==> config.mk <==
export PLATFORM = sky130hd
export DESIGN_NAME = argb4444_alpha_blend
export DESIGN_NICKNAME = d
export VERILOG_FILES = /design/src/rtl/a4b_pkg.sv /design/src/rtl/a4b_chan.sv /design/src/rtl/argb4444_alpha_blend.sv
export SDC_FILE = /design/constraint.sdc
export NUM_CORES = 2
export LEC_CHECK = 0
export BUFFER_PORTS_ARGS = -buffer_cell sky130_fd_sc_hd__buf_4
export CAP_MARGIN = 10
export CORE_AREA = 2 2 226 228
export DETAILED_ROUTE_END_ITERATION = 10
export DIE_AREA = 0 0 228 230
export GPL_ROUTABILITY_DRIVEN = 0
export PLACE_DENSITY = 0.86
export RECOVER_POWER = 25
export SYNTH_ARGS = -nofsm -noshare
export SYNTH_HDL_FRONTEND = slang
export SYNTH_HIERARCHICAL = 1
export SYNTH_SLANG_ARGS = --single-unit
==> constraint.sdc <==
create_clock -name clk -period 22.2 [get_ports clk]
set_clock_uncertainty 0.15 [all_clocks]
set_input_delay 2.22 -clock clk [delete_from_list [all_inputs] [get_ports clk]]
set_output_delay 2.22 -clock clk [all_outputs]
set_load 0.01 [all_outputs]
==> src/rtl/a4b_pkg.sv <==
// ----------------------------------------------------------------------------
// a4b_pkg
// Shared types and constants for the ARGB4444 alpha blender.
// ----------------------------------------------------------------------------
package a4b_pkg;

	localparam int NIB_W   = 4;
	localparam int PIX_W   = 16;
	localparam int RECIP_W = 16;

	localparam logic [NIB_W-1:0] ALPHA_OPAQUE = 4'hf;
	localparam logic [NIB_W-1:0] ALPHA_CLEAR  = 4'h0;

	typedef enum logic [1:0] {
		CASE_SRC,
		CASE_DST,
		CASE_OPQ,
		CASE_MIX
	} blend_case_t;

	// ceil(2^16 / sum); exact floor(n / sum) for n * err < 2^16, n <= 210
	function automatic logic [RECIP_W-1:0] recip(input logic [4:0] sum);
		logic [RECIP_W-1:0] r;
		case (sum)
			5'd2:    r = 16'd32768;
			5'd3:    r = 16'd21846;
			5'd4:    r = 16'd16384;
			5'd5:    r = 16'd13108;
			5'd6:    r = 16'd10923;
			5'd7:    r = 16'd9363;
			5'd8:    r = 16'd8192;
			5'd9:    r = 16'd7282;
			5'd10:   r = 16'd6554;
			5'd11:   r = 16'd5958;
			5'd12:   r = 16'd5462;
			5'd13:   r = 16'd5042;
			5'd14:   r = 16'd4682;
			5'd15:   r = 16'd4370;
			5'd16:   r = 16'd4096;
			5'd17:   r = 16'd3856;
			5'd18:   r = 16'd3641;
			5'd19:   r = 16'd3450;
			5'd20:   r = 16'd3277;
			5'd21:   r = 16'd3121;
			5'd22:   r = 16'd2979;
			5'd23:   r = 16'd2850;
			5'd24:   r = 16'd2731;
			5'd25:   r = 16'd2622;
			5'd26:   r = 16'd2521;
			5'd27:   r = 16'd2428;
			5'd28:   r = 16'd2341;
			5'd29:   r = 16'd2260;
			5'd30:   r = 16'd2185;
			default: r = 16'd0;
		endcase
		return r;
	endfunction

endpackage

==> src/rtl/a4b_chan.sv <==
// ----------------------------------------------------------------------------
// a4b_chan
// One color channel: weighted products, then reciprocal-multiply divide (mix) and divide by 16 (opaque destination).
// ----------------------------------------------------------------------------
module a4b_chan (
	input  logic                       clk,
	input  logic                       en,
	input  logic [a4b_pkg::NIB_W-1:0]  s,
	input  logic [a4b_pkg::NIB_W-1:0]  d,
	input  logic [a4b_pkg::NIB_W-1:0]  sa,
	input  logic [a4b_pkg::NIB_W-1:0]  da,
	input  logic [a4b_pkg::RECIP_W-1:0] recip_s2,
	output logic [a4b_pkg::NIB_W-1:0]  mix_s3,
	output logic [a4b_pkg::NIB_W-1:0]  opq_s3
);
	import a4b_pkg::*;

	logic [7:0] ps_mix_s2, pd_mix_s2, ps_opq_s2, pd_opq_s2;
	logic [23:0] qs, qd;
	logic [4:0] sa_p1, sa_inv;

	assign sa_p1  = {1'b0, sa} + 5'd1;
	assign sa_inv = 5'd16 - {1'b0, sa};

	always_ff @(posedge clk) begin
		if (en) begin
			ps_mix_s2 <= s * sa;
			pd_mix_s2 <= d * da;
			ps_opq_s2 <= 8'(s * sa_p1);
			pd_opq_s2 <= 8'(d * sa_inv);
		end
	end

	assign qs = ps_mix_s2 * recip_s2;
	assign qd = pd_mix_s2 * recip_s2;

	always_ff @(posedge clk) begin
		if (en) begin
			mix_s3 <= qs[19:16] + qd[19:16];
			opq_s3 <= ps_opq_s2[7:4] + pd_opq_s2[7:4];
		end
	end

endmodule

==> src/rtl/argb4444_alpha_blend.sv <==
// ----------------------------------------------------------------------------
// argb4444_alpha_blend
// ARGB4444 source-over-destination blender with a 4-bit opacity level.
//
// Input stream s_axis: one transaction carries destination pixel, source
// pixel and blend level. Output stream m_axis: one blended pixel for each
// input transaction, in order.
// Stages, in order: alpha scale, case select and products, reciprocal multiply,
// final select register. Throughput: one pixel per cycle unless the output
// stalls; the divide by (da + sa) is a table reciprocal and a 8x16 multiply,
// so every stage is fully pipelined.
// Reset: all valid bits clear; payload registers are not reset.
// Stall: when m_axis_tready is low with a valid output, the whole pipeline
// holds and s_axis_tready drops; nothing is dropped or repeated. All stages
// move together, so bubbles inside the pipeline are not squeezed out.
// ----------------------------------------------------------------------------
module argb4444_alpha_blend (
	input  logic        clk,
	input  logic        arst_n,
	input  logic        s_axis_tvalid,
	output logic        s_axis_tready,
	// [15:0] dest_pixel, [31:16] source_pixel, [35:32] blend_level, [39:36] zero
	input  logic [39:0] s_axis_tdata,
	output logic        m_axis_tvalid,
	input  logic        m_axis_tready,
	// [15:0] blended_pixel
	output logic [15:0] m_axis_tdata
);
	import a4b_pkg::*;

	logic en;

	logic                v_s1, v_s2, v_s3;
	logic [PIX_W-1:0]    src_s1, dst_s1;
	logic [NIB_W-1:0]    sa_s1;
	logic [7:0]          sa_prod;

	logic [NIB_W-1:0]    da_s1;
	logic [4:0]          sum_s1;
	blend_case_t         case_s1;
	logic [NIB_W-1:0]    alpha_s1;

	blend_case_t         case_s2, case_s3;
	logic [NIB_W-1:0]    alpha_s2, alpha_s3;
	logic [11:0]         src_s2, src_s3;
	logic [PIX_W-1:0]    dst_s2, dst_s3;
	logic [RECIP_W-1:0]  recip_s2;

	logic [11:0]         mix_s3, opq_s3;
	logic [PIX_W-1:0]    pix_s3;

	assign en            = !m_axis_tvalid || m_axis_tready;
	assign s_axis_tready = en;

	// stage 1: register inputs, scale source alpha
	assign sa_prod = 8'(s_axis_tdata[31:28] * ({1'b0, s_axis_tdata[35:32]} + 5'd1));

	always_ff @(posedge clk or negedge arst_n) begin
		if (!arst_n) begin
			v_s1          <= 1'b0;
			v_s2          <= 1'b0;
			v_s3          <= 1'b0;
			m_axis_tvalid <= 1'b0;
		end else if (en) begin
			v_s1          <= s_axis_tvalid;
			v_s2          <= v_s1;
			v_s3          <= v_s2;
			m_axis_tvalid <= v_s3;
		end
	end

	always_ff @(posedge clk) begin
		if (en) begin
			dst_s1 <= s_axis_tdata[15:0];
			src_s1 <= s_axis_tdata[31:16];
			sa_s1  <= sa_prod[7:4];
		end
	end

	// stage 2: case select, divisor reciprocal
	assign da_s1  = dst_s1[15:12];
	assign sum_s1 = {1'b0, da_s1} + {1'b0, sa_s1};

	always_comb begin
		if (sa_s1 == ALPHA_OPAQUE) begin
			case_s1  = CASE_SRC;
			alpha_s1 = sa_s1;
		end else if (sa_s1 == ALPHA_CLEAR) begin
			case_s1  = CASE_DST;
			alpha_s1 = da_s1;
		end else if (da_s1 == ALPHA_CLEAR) begin
			case_s1  = CASE_SRC;
			alpha_s1 = sa_s1;
		end else if (da_s1 == ALPHA_OPAQUE) begin
			case_s1  = CASE_OPQ;
			alpha_s1 = ALPHA_OPAQUE;
		end else begin
			case_s1  = CASE_MIX;
			alpha_s1 = (da_s1 > sa_s1) ? da_s1 : sa_s1;
		end
	end

	always_ff @(posedge clk) begin
		if (en) begin
			case_s2  <= case_s1;
			alpha_s2 <= alpha_s1;
			src_s2   <= src_s1[11:0];
			dst_s2   <= dst_s1;
			recip_s2 <= recip(sum_s1);
		end
	end

	for (genvar ch = 0; ch < 3; ch++) begin : g_chan
		a4b_chan u_chan (
			.clk      (clk),
			.en       (en),
			.s        (src_s1[ch*NIB_W +: NIB_W]),
			.d        (dst_s1[ch*NIB_W +: NIB_W]),
			.sa       (sa_s1),
			.da       (da_s1),
			.recip_s2 (recip_s2),
			.mix_s3   (mix_s3[ch*NIB_W +: NIB_W]),
			.opq_s3   (opq_s3[ch*NIB_W +: NIB_W])
		);
	end

	// stage 3: carry case info beside the channel quotients
	always_ff @(posedge clk) begin
		if (en) begin
			case_s3  <= case_s2;
			alpha_s3 <= alpha_s2;
			src_s3   <= src_s2;
			dst_s3   <= dst_s2;
		end
	end

	// stage 4: final select into the output register
	always_comb begin
		case (case_s3)
			CASE_SRC: pix_s3 = {alpha_s3, src_s3};
			CASE_DST: pix_s3 = dst_s3;
			CASE_OPQ: pix_s3 = {ALPHA_OPAQUE, opq_s3};
			CASE_MIX: pix_s3 = {alpha_s3, mix_s3};
			default:  pix_s3 = dst_s3;
		endcase
	end

	always_ff @(posedge clk) begin
		if (en) begin
			m_axis_tdata <= pix_s3;
		end
	end

	a_valid_flow: assert property (@(posedge clk) disable iff (!arst_n)
		(v_s3 && en) |=> m_axis_tvalid)
		else $error("stage 3 transaction did not reach output");

	a_opaque_alpha: assert property (@(posedge clk) disable iff (!arst_n)
		(en && v_s3 && case_s3 == CASE_OPQ) |=> (m_axis_tdata[15:12] == ALPHA_OPAQUE))
		else $error("opaque destination blend lost full alpha");

	a_dst_pass: assert property (@(posedge clk) disable iff (!arst_n)
		(en && v_s3 && case_s3 == CASE_DST) |=> (m_axis_tdata == $past(dst_s3)))
		else $error("invisible source altered destination");

	a_full_src: assert property (@(posedge clk) disable iff (!arst_n)
		(en && v_s1 && sa_s1 == ALPHA_OPAQUE) |=> (case_s2 == CASE_SRC))
		else $error("opaque scaled source not selected");

endmodule
# Yosys cells after proc, flatten, opt, wreduce, memory -nomap -nowiden

Memory sizes are Yosys's and may differ from the RTL's. A register that Yosys moved wholly into a read port is not among the register bits.
Index checks and enable logic that the tools add are counted.

Register bits after elaboration: 240
ROM bits: 512
Output and inout bits: 18
Word-level logic and storage cells: 86
Memories kept: 1

Add/sub/neg operators: 10
Multipliers: 19
Magnitude comparators: 1
Equal/unequal tests: 5
Muxes and demuxes: 9
Reductions and logical operators: 6

Memories:

| memory          | depth | bits a word | rd ports | clocked after memory_dff | wr ports | RTL line      | source |
|---|---|---|---|---|---|---|---|
| (no name shown) | 32    | 16          | 1        | 1                        | 0        | a4b_pkg.sv:24 | `case (sum)` |

Operators by type and width:

| kind                                            | number |
|---|---|
| multiplier 8 x 16 -> 20 bit                     | 6 |
| one-hot mux 16 bit (4 select lines)             | 1 |
| multiplier 4 x 5 -> 8 bit                       | 7 |
| multiplier 4 x 4 -> 8 bit                       | 6 |
| adder 4 bit                                     | 6 |
| two-way mux 4 bit                               | 5 |
| adder 4 x 1 -> 5 bit, second input constant     | 2 |
| == test 4 bit, second input constant            | 2 |
| zero test 4 bit                                 | 2 |
| adder 4 x 4 -> 5 bit                            | 1 |
| subtractor 5 x 4 -> 5 bit, first input constant | 1 |
| == test 2 bit, second input constant            | 2 |
| greater-than comparator 4 bit                   | 1 |
| two-way mux 1 bit                               | 3 |
| OR reduction 3 bit                              | 1 |
| == test 2 x 1 -> 1 bit, second input constant   | 1 |
| zero test 2 bit                                 | 1 |
| zero test 1 bit                                 | 1 |
| logical OR 1 bit                                | 1 |

# Depth between registers and ports, before layout

Depth after elaboration: 6
Mapped depth: 26
Gate-level depth less buffers: 25

# Hierarchy

Netlist, hierarchy kept.

By module, submodules not included:

| module                       | instances | cells an instance | area an instance (um^2) | seq. area each (um^2) |
|---|---|---|---|---|
| a4b_chan at g_chan[0].u_chan | 1         | 1022              | 9429.0                  | 960.9 |
| a4b_chan at g_chan[1].u_chan | 1         | 994               | 9310.2                  | 960.9 |
| a4b_chan at g_chan[2].u_chan | 1         | 992               | 9271.4                  | 960.9 |
| argb4444_alpha_blend         | 1         | 401               | 6123.4                  | 4063.9 |

# Least setup slack after synthesis

No wires, ideal clock.

Path type: input to output
Start point: in m_axis_tready
End point: out s_axis_tready
Arrival: 7.840 ns
Slack: 11.990 ns
Cell stages on the path: 1
Buffers on the path: 0
Cells stage by stage: nand2b_1

Word-level cells in the longest chain between the ends: 1

Ends and longest elaborated chain:

| element            | RTL line                   | source |
|---|---|---|
| start: declaration | argb4444_alpha_blend.sv:25 | `input logic m_axis_tready,` |
| logical OR 1 bit   | argb4444_alpha_blend.sv:52 | `assign en = !m_axis_tvalid \|\| m_axis_tready;` |
| end: declaration   | argb4444_alpha_blend.sv:21 | `output logic s_axis_tready,` |

No other way between the ends.

# Worst setup path in the final report

Start point: reg recip_s2[7]
End point: reg g_chan[0].u_chan/mix_s3[3] in the netlist's numbering, data pin

Word-level cells in the longest chain between the ends: 2
Elaborated cells between the ends (all ways): 3
Those cells by class: 1 x add/sub; 2 x mul

Ends and longest elaborated chain:

| element                                               | RTL line                       | source |
|---|---|---|
| start: declaration                                    | argb4444_alpha_blend.sv:47     | `logic [RECIP_W-1:0] recip_s2;` |
| multiplier 8 x 16 -> 20 bit, on equally long branches | a4b_chan.sv:34, a4b_chan.sv:35 |  |
| adder 4 bit *                                         | a4b_chan.sv:39                 | `mix_s3 <= qs[19:16] + qd[19:16];` |
| end signal: assignment                                | a4b_chan.sv:39                 |  |
| end: declaration                                      | a4b_chan.sv:13                 | `output logic [a4b_pkg::NIB_W-1:0] mix_s3,` |

Mark *: on every way between the ends. The rest lies on a longest branch, timed or not.
A chain may end at the register's enable or synchronous reset.

==> run summary <==
Counting stages on the worst path, the most repeated cell is sky130_fd_sc_hd__xnor2_1. Wires add up to 75300 um. In this run, post-CTS hold repair placed 0 buffers.

The cell at the slowest stage of the critical path is sky130_fd_sc_hd__edfxtp_1. In the synthesized netlist the async set-or-reset flop fraction comes to 1.72%. For the pin with the worst max-slew slack, the measured transition is 1.32 ns. The critical-path maximum fanout works out to 32. In the final routed layout, each cell accounts on average for 18.5 um.

The first TritonRoute pass finished after 6 iterations. Of the post-synthesis cell area, the dominant cell type holds 31.3%. After clock tree synthesis, the setup repair step added 0 buffers. The clock net in this run drives a total of 232 sinks. The area growth from synthesis to layout was 5.00%.

The wire length of the first global-routing pass was 128000 um; the largest stage delay on the critical path was 0.75 ns. The reported max-cap violation count was 0. TritonCTS built the clock tree. sky130_fd_sc_hd__inv_1 is the most common cell in the netlist. For the number of synthesis warnings, the log shows 6. By startpoint and endpoint, the worst setup path is classified as reg2reg. The tools report the via count of the first global-routing pass as 26700.

Dividing the final minimum period by the clock period gives 32.5%. The arrival time of data at the critical path endpoint is 7.34 ns. Detailed placement ended at an HPWL of 53400 um. The kind of cell with the highest combined delay along the critical path is adder cells.

Setup violations remaining at the end of the flow were counted as 0. The core region is 0.0499 mm2. The clock edge transition at the registers on the reported setup and hold paths was 0.06 ns; the largest net degree at the start of global routing was 90. The width of the die came out at 228 um. The tools report the met2 track utilization from global routing as 53.2%.

The initial antenna violation count is 0. The count of instances resized after the clock tree is built came out at 0. In this run, synthesis produced a sequential element count of 232. Cells with a size suffix above 1 make up 4.26% of the layout.

The flow ran to the end, and the final reports show no timing, DRC or antenna violations. The number of nets in the synthesized netlist is 4329. For this run, the top clock speed supported by timing is 139 MHz. The floorplan step defined a die boundary enclosing 0.0524 mm2. The die is 230 um tall.

Detailed routing inserted a total of 23900 vias. By area the synthesized netlist is led by sky130_fd_sc_hd__fa_1, sky130_fd_sc_hd__edfxtp_1, sky130_fd_sc_hd__ha_1. Yosys mapped a number of flops with a built-in enable equal to 228. At the later pin of the worst-skew pair, clock insertion delay measures 0.53 ns. After detailed routing, the number of remaining DRC violations is 0.

The number of vias per cell was 5.87; the number of nets still failing antenna checks after routing was 0. The worst setup path is launched from a register. Walking the worst path, the cells encountered are buf_4, and2_1, fa_1, fa_1, fa_1, inv_1, fa_1, inv_1, ha_1, nand3_1, o211ai_1, a211oi_1, a31oi_1, and2_1, nor2_1, xnor2_1, ha_1, a21o_1, a21oi_1, xnor2_1, xnor2_1, xnor2_1, xnor2_1, xnor2_1.

Post-placement cell area: 0.0351 mm2. After synthesis, the most frequently instantiated cells are sky130_fd_sc_hd__inv_1, sky130_fd_sc_hd__and2_1, sky130_fd_sc_hd__fa_1. Setup repair after global routing left no endpoint under its margin. The time the worst path needs with I/O delays and setup is 7.21 ns, and the required time of the critical path is 22.32 ns. The logs give 3 for the maximum clock path buffer count and 72 for the number of unique standard cell types used by synthesis.

For this configuration, the core starts out at a cell density of 68.5%. The met3 track demand over resource is 3.73%. The buffer cell driving the clock tree root was sky130_fd_sc_hd__clkbuf_16. The detailed router finished its first iteration with 1765 violations. The post-layout net count was 4311. The number of hold violations in the final report is 0, and the final instance area is 0.0358 mm2. The synthesized area per cell came out at 10.0 um2.

For the number of H-tree levels, the log shows 1. The tools report the total count of max-transition violations in the final report as 0. The most used flip-flop cell after synthesis is sky130_fd_sc_hd__edfxtp_1. In this run the tightest slew margin relative to its limit is 11.7%. The synthesized design spends more area on one cell type than any other, namely sky130_fd_sc_hd__fa_1. Post-route setup TNS: 0 ns. 62 I/O pins were placed. For the synthesized instance count, the log shows 3409. The sum of buffers and inverters on the critical path is 3. After global routing the overflow that remains totals 0. In this run the core area contains 82 standard-cell rows.

In the global route stage, met1 resource usage came out at 37.9%. The share of the Yosys chip area taken by registers is 20.4%. The run gives 0.0341 mm2 as the netlist area before placement. Input and output buffers added on the ports amount to 57. Counting the buffers created by CTS gives 23. Nature of the critical path endpoint: a register. The worst hold path belongs to the class reg2reg. The run gives 30.1% as the global-route usage over all layers. The most heavily used metal layer in global routing is met2. For the number of diodes, the log shows 0.
[cells in the final DEF, fill, tap and decap left out, drive strengths merged, types with 6 or more instances in the layout]
cell    count
inv       641
and2      592
fa        534
nand2     357
ha        342
edfxtp    228
xnor2     103
buf        65
nor2       62
a21oi      61
xor2       51
clkbuf     45
nor3       32
a21o       27
o21ai      25
nand3      21
nand4      21
o21a       18
a211oi     14
nor2b      13
o21bai     13
mux4       12
and3       10
a31oi      10
o211ai      8
nor3b       8
clkinv      7
nand2b      6
[worst register-to-register path, delay by kind of cell, from the launching register on]
family          cells  cell delay, ns
fa+ha+maj           6            2.66
flops               1            0.75
compound gates      5            1.12
simple gates        4            0.68
buf+inv             3            0.63
xor+xnor            6            0.97
[flip-flops by register name, indices dropped and copies added (netlist names), 12 cells and up]
name and flops:
dst_s1 16, dst_s3 16, m_axis_tdata 16, g_chan.u_chan/mix_s3 12
g_chan.u_chan/opq_s3 12, g_chan.u_chan/pd_opq_s2 12, g_chan.u_chan/pd_mix_s2 24, src_s3 12
dst_s2 16, src_s1 12, g_chan.u_chan/ps_opq_s2 12, src_s2 12
recip_s2 16, g_chan.u_chan/ps_mix_s2 24
[final cells by class]
cell class,count,area (um2)
timing repair buffer,84,616
clock inverter,14,156
tap,672,841
inverter,640,2400
fill,3464,14000
sequential,232,6950
multi-input combinational,2410,24300
clock buffer,26,587
[routing by layer]
metal	share of wire (%)	wire, um
met5	0	0
met2	51	38300
met3	7.5	5650
met4	3.6	2730
met1	38	28600
[per-stage QoR]
stage / setup WS [ns] / cells / util (%) / hold WS, ns
5_1_grt: 14.57 / 4078 / 71.9 / 0.278
2_1_floorplan: 11.99 / 3409 / - / 0.250
6_report: 14.99 / 4078 / 71.9 / 0.263
3_3_place_gp: 15.26 / 4038 / 70.4 / 0.251
3_5_place_dp: 15.16 / 4038 / 70.4 / 0.255
4_1_cts: 15.09 / 4078 / 71.9 / 0.267
[path summary, 6_finish.rpt]
kind / startpoint / cells after the start / slack (ns) / end
worst max-delay path: recip_s2[7]$_DFFE_PP_ / 24 / 14.99 / g_chan[0].u_chan/mix_s3[3]$_DFFE_PP_
worst min-delay path: dst_s2[14]$_DFFE_PP_ / 0 / 0.26 / dst_s3[14]$_DFFE_PP_
worst max register to register: recip_s2[7]$_DFFE_PP_ / 24 / 14.99 / g_chan[0].u_chan/mix_s3[3]$_DFFE_PP_
worst min register to register: dst_s2[14]$_DFFE_PP_ / 0 / 0.26 / dst_s3[14]$_DFFE_PP_
max in group asynchronous: arst_n / 1 / 20.33 / v_s1$_DFFE_PN0P_
min in group asynchronous: arst_n / 1 / 1.37 / m_axis_tvalid$_DFFE_PN0P_
[logic make-up after synthesis]
group                    synth area share (%)
AND/OR/NAND/NOR                          17.7
adder cells (fa/ha/maj)                  43.9
buffers and inverters                    8.51
flip-flops                               20.4
AO/OA/AOI/OAI                            4.44
XOR/XNOR                                 4.02
multiplexers                             1.10
Power is left out: the tool's default activity adds up to more than one toggle a clock period on the data nets, which glitch-free logic cannot reach.
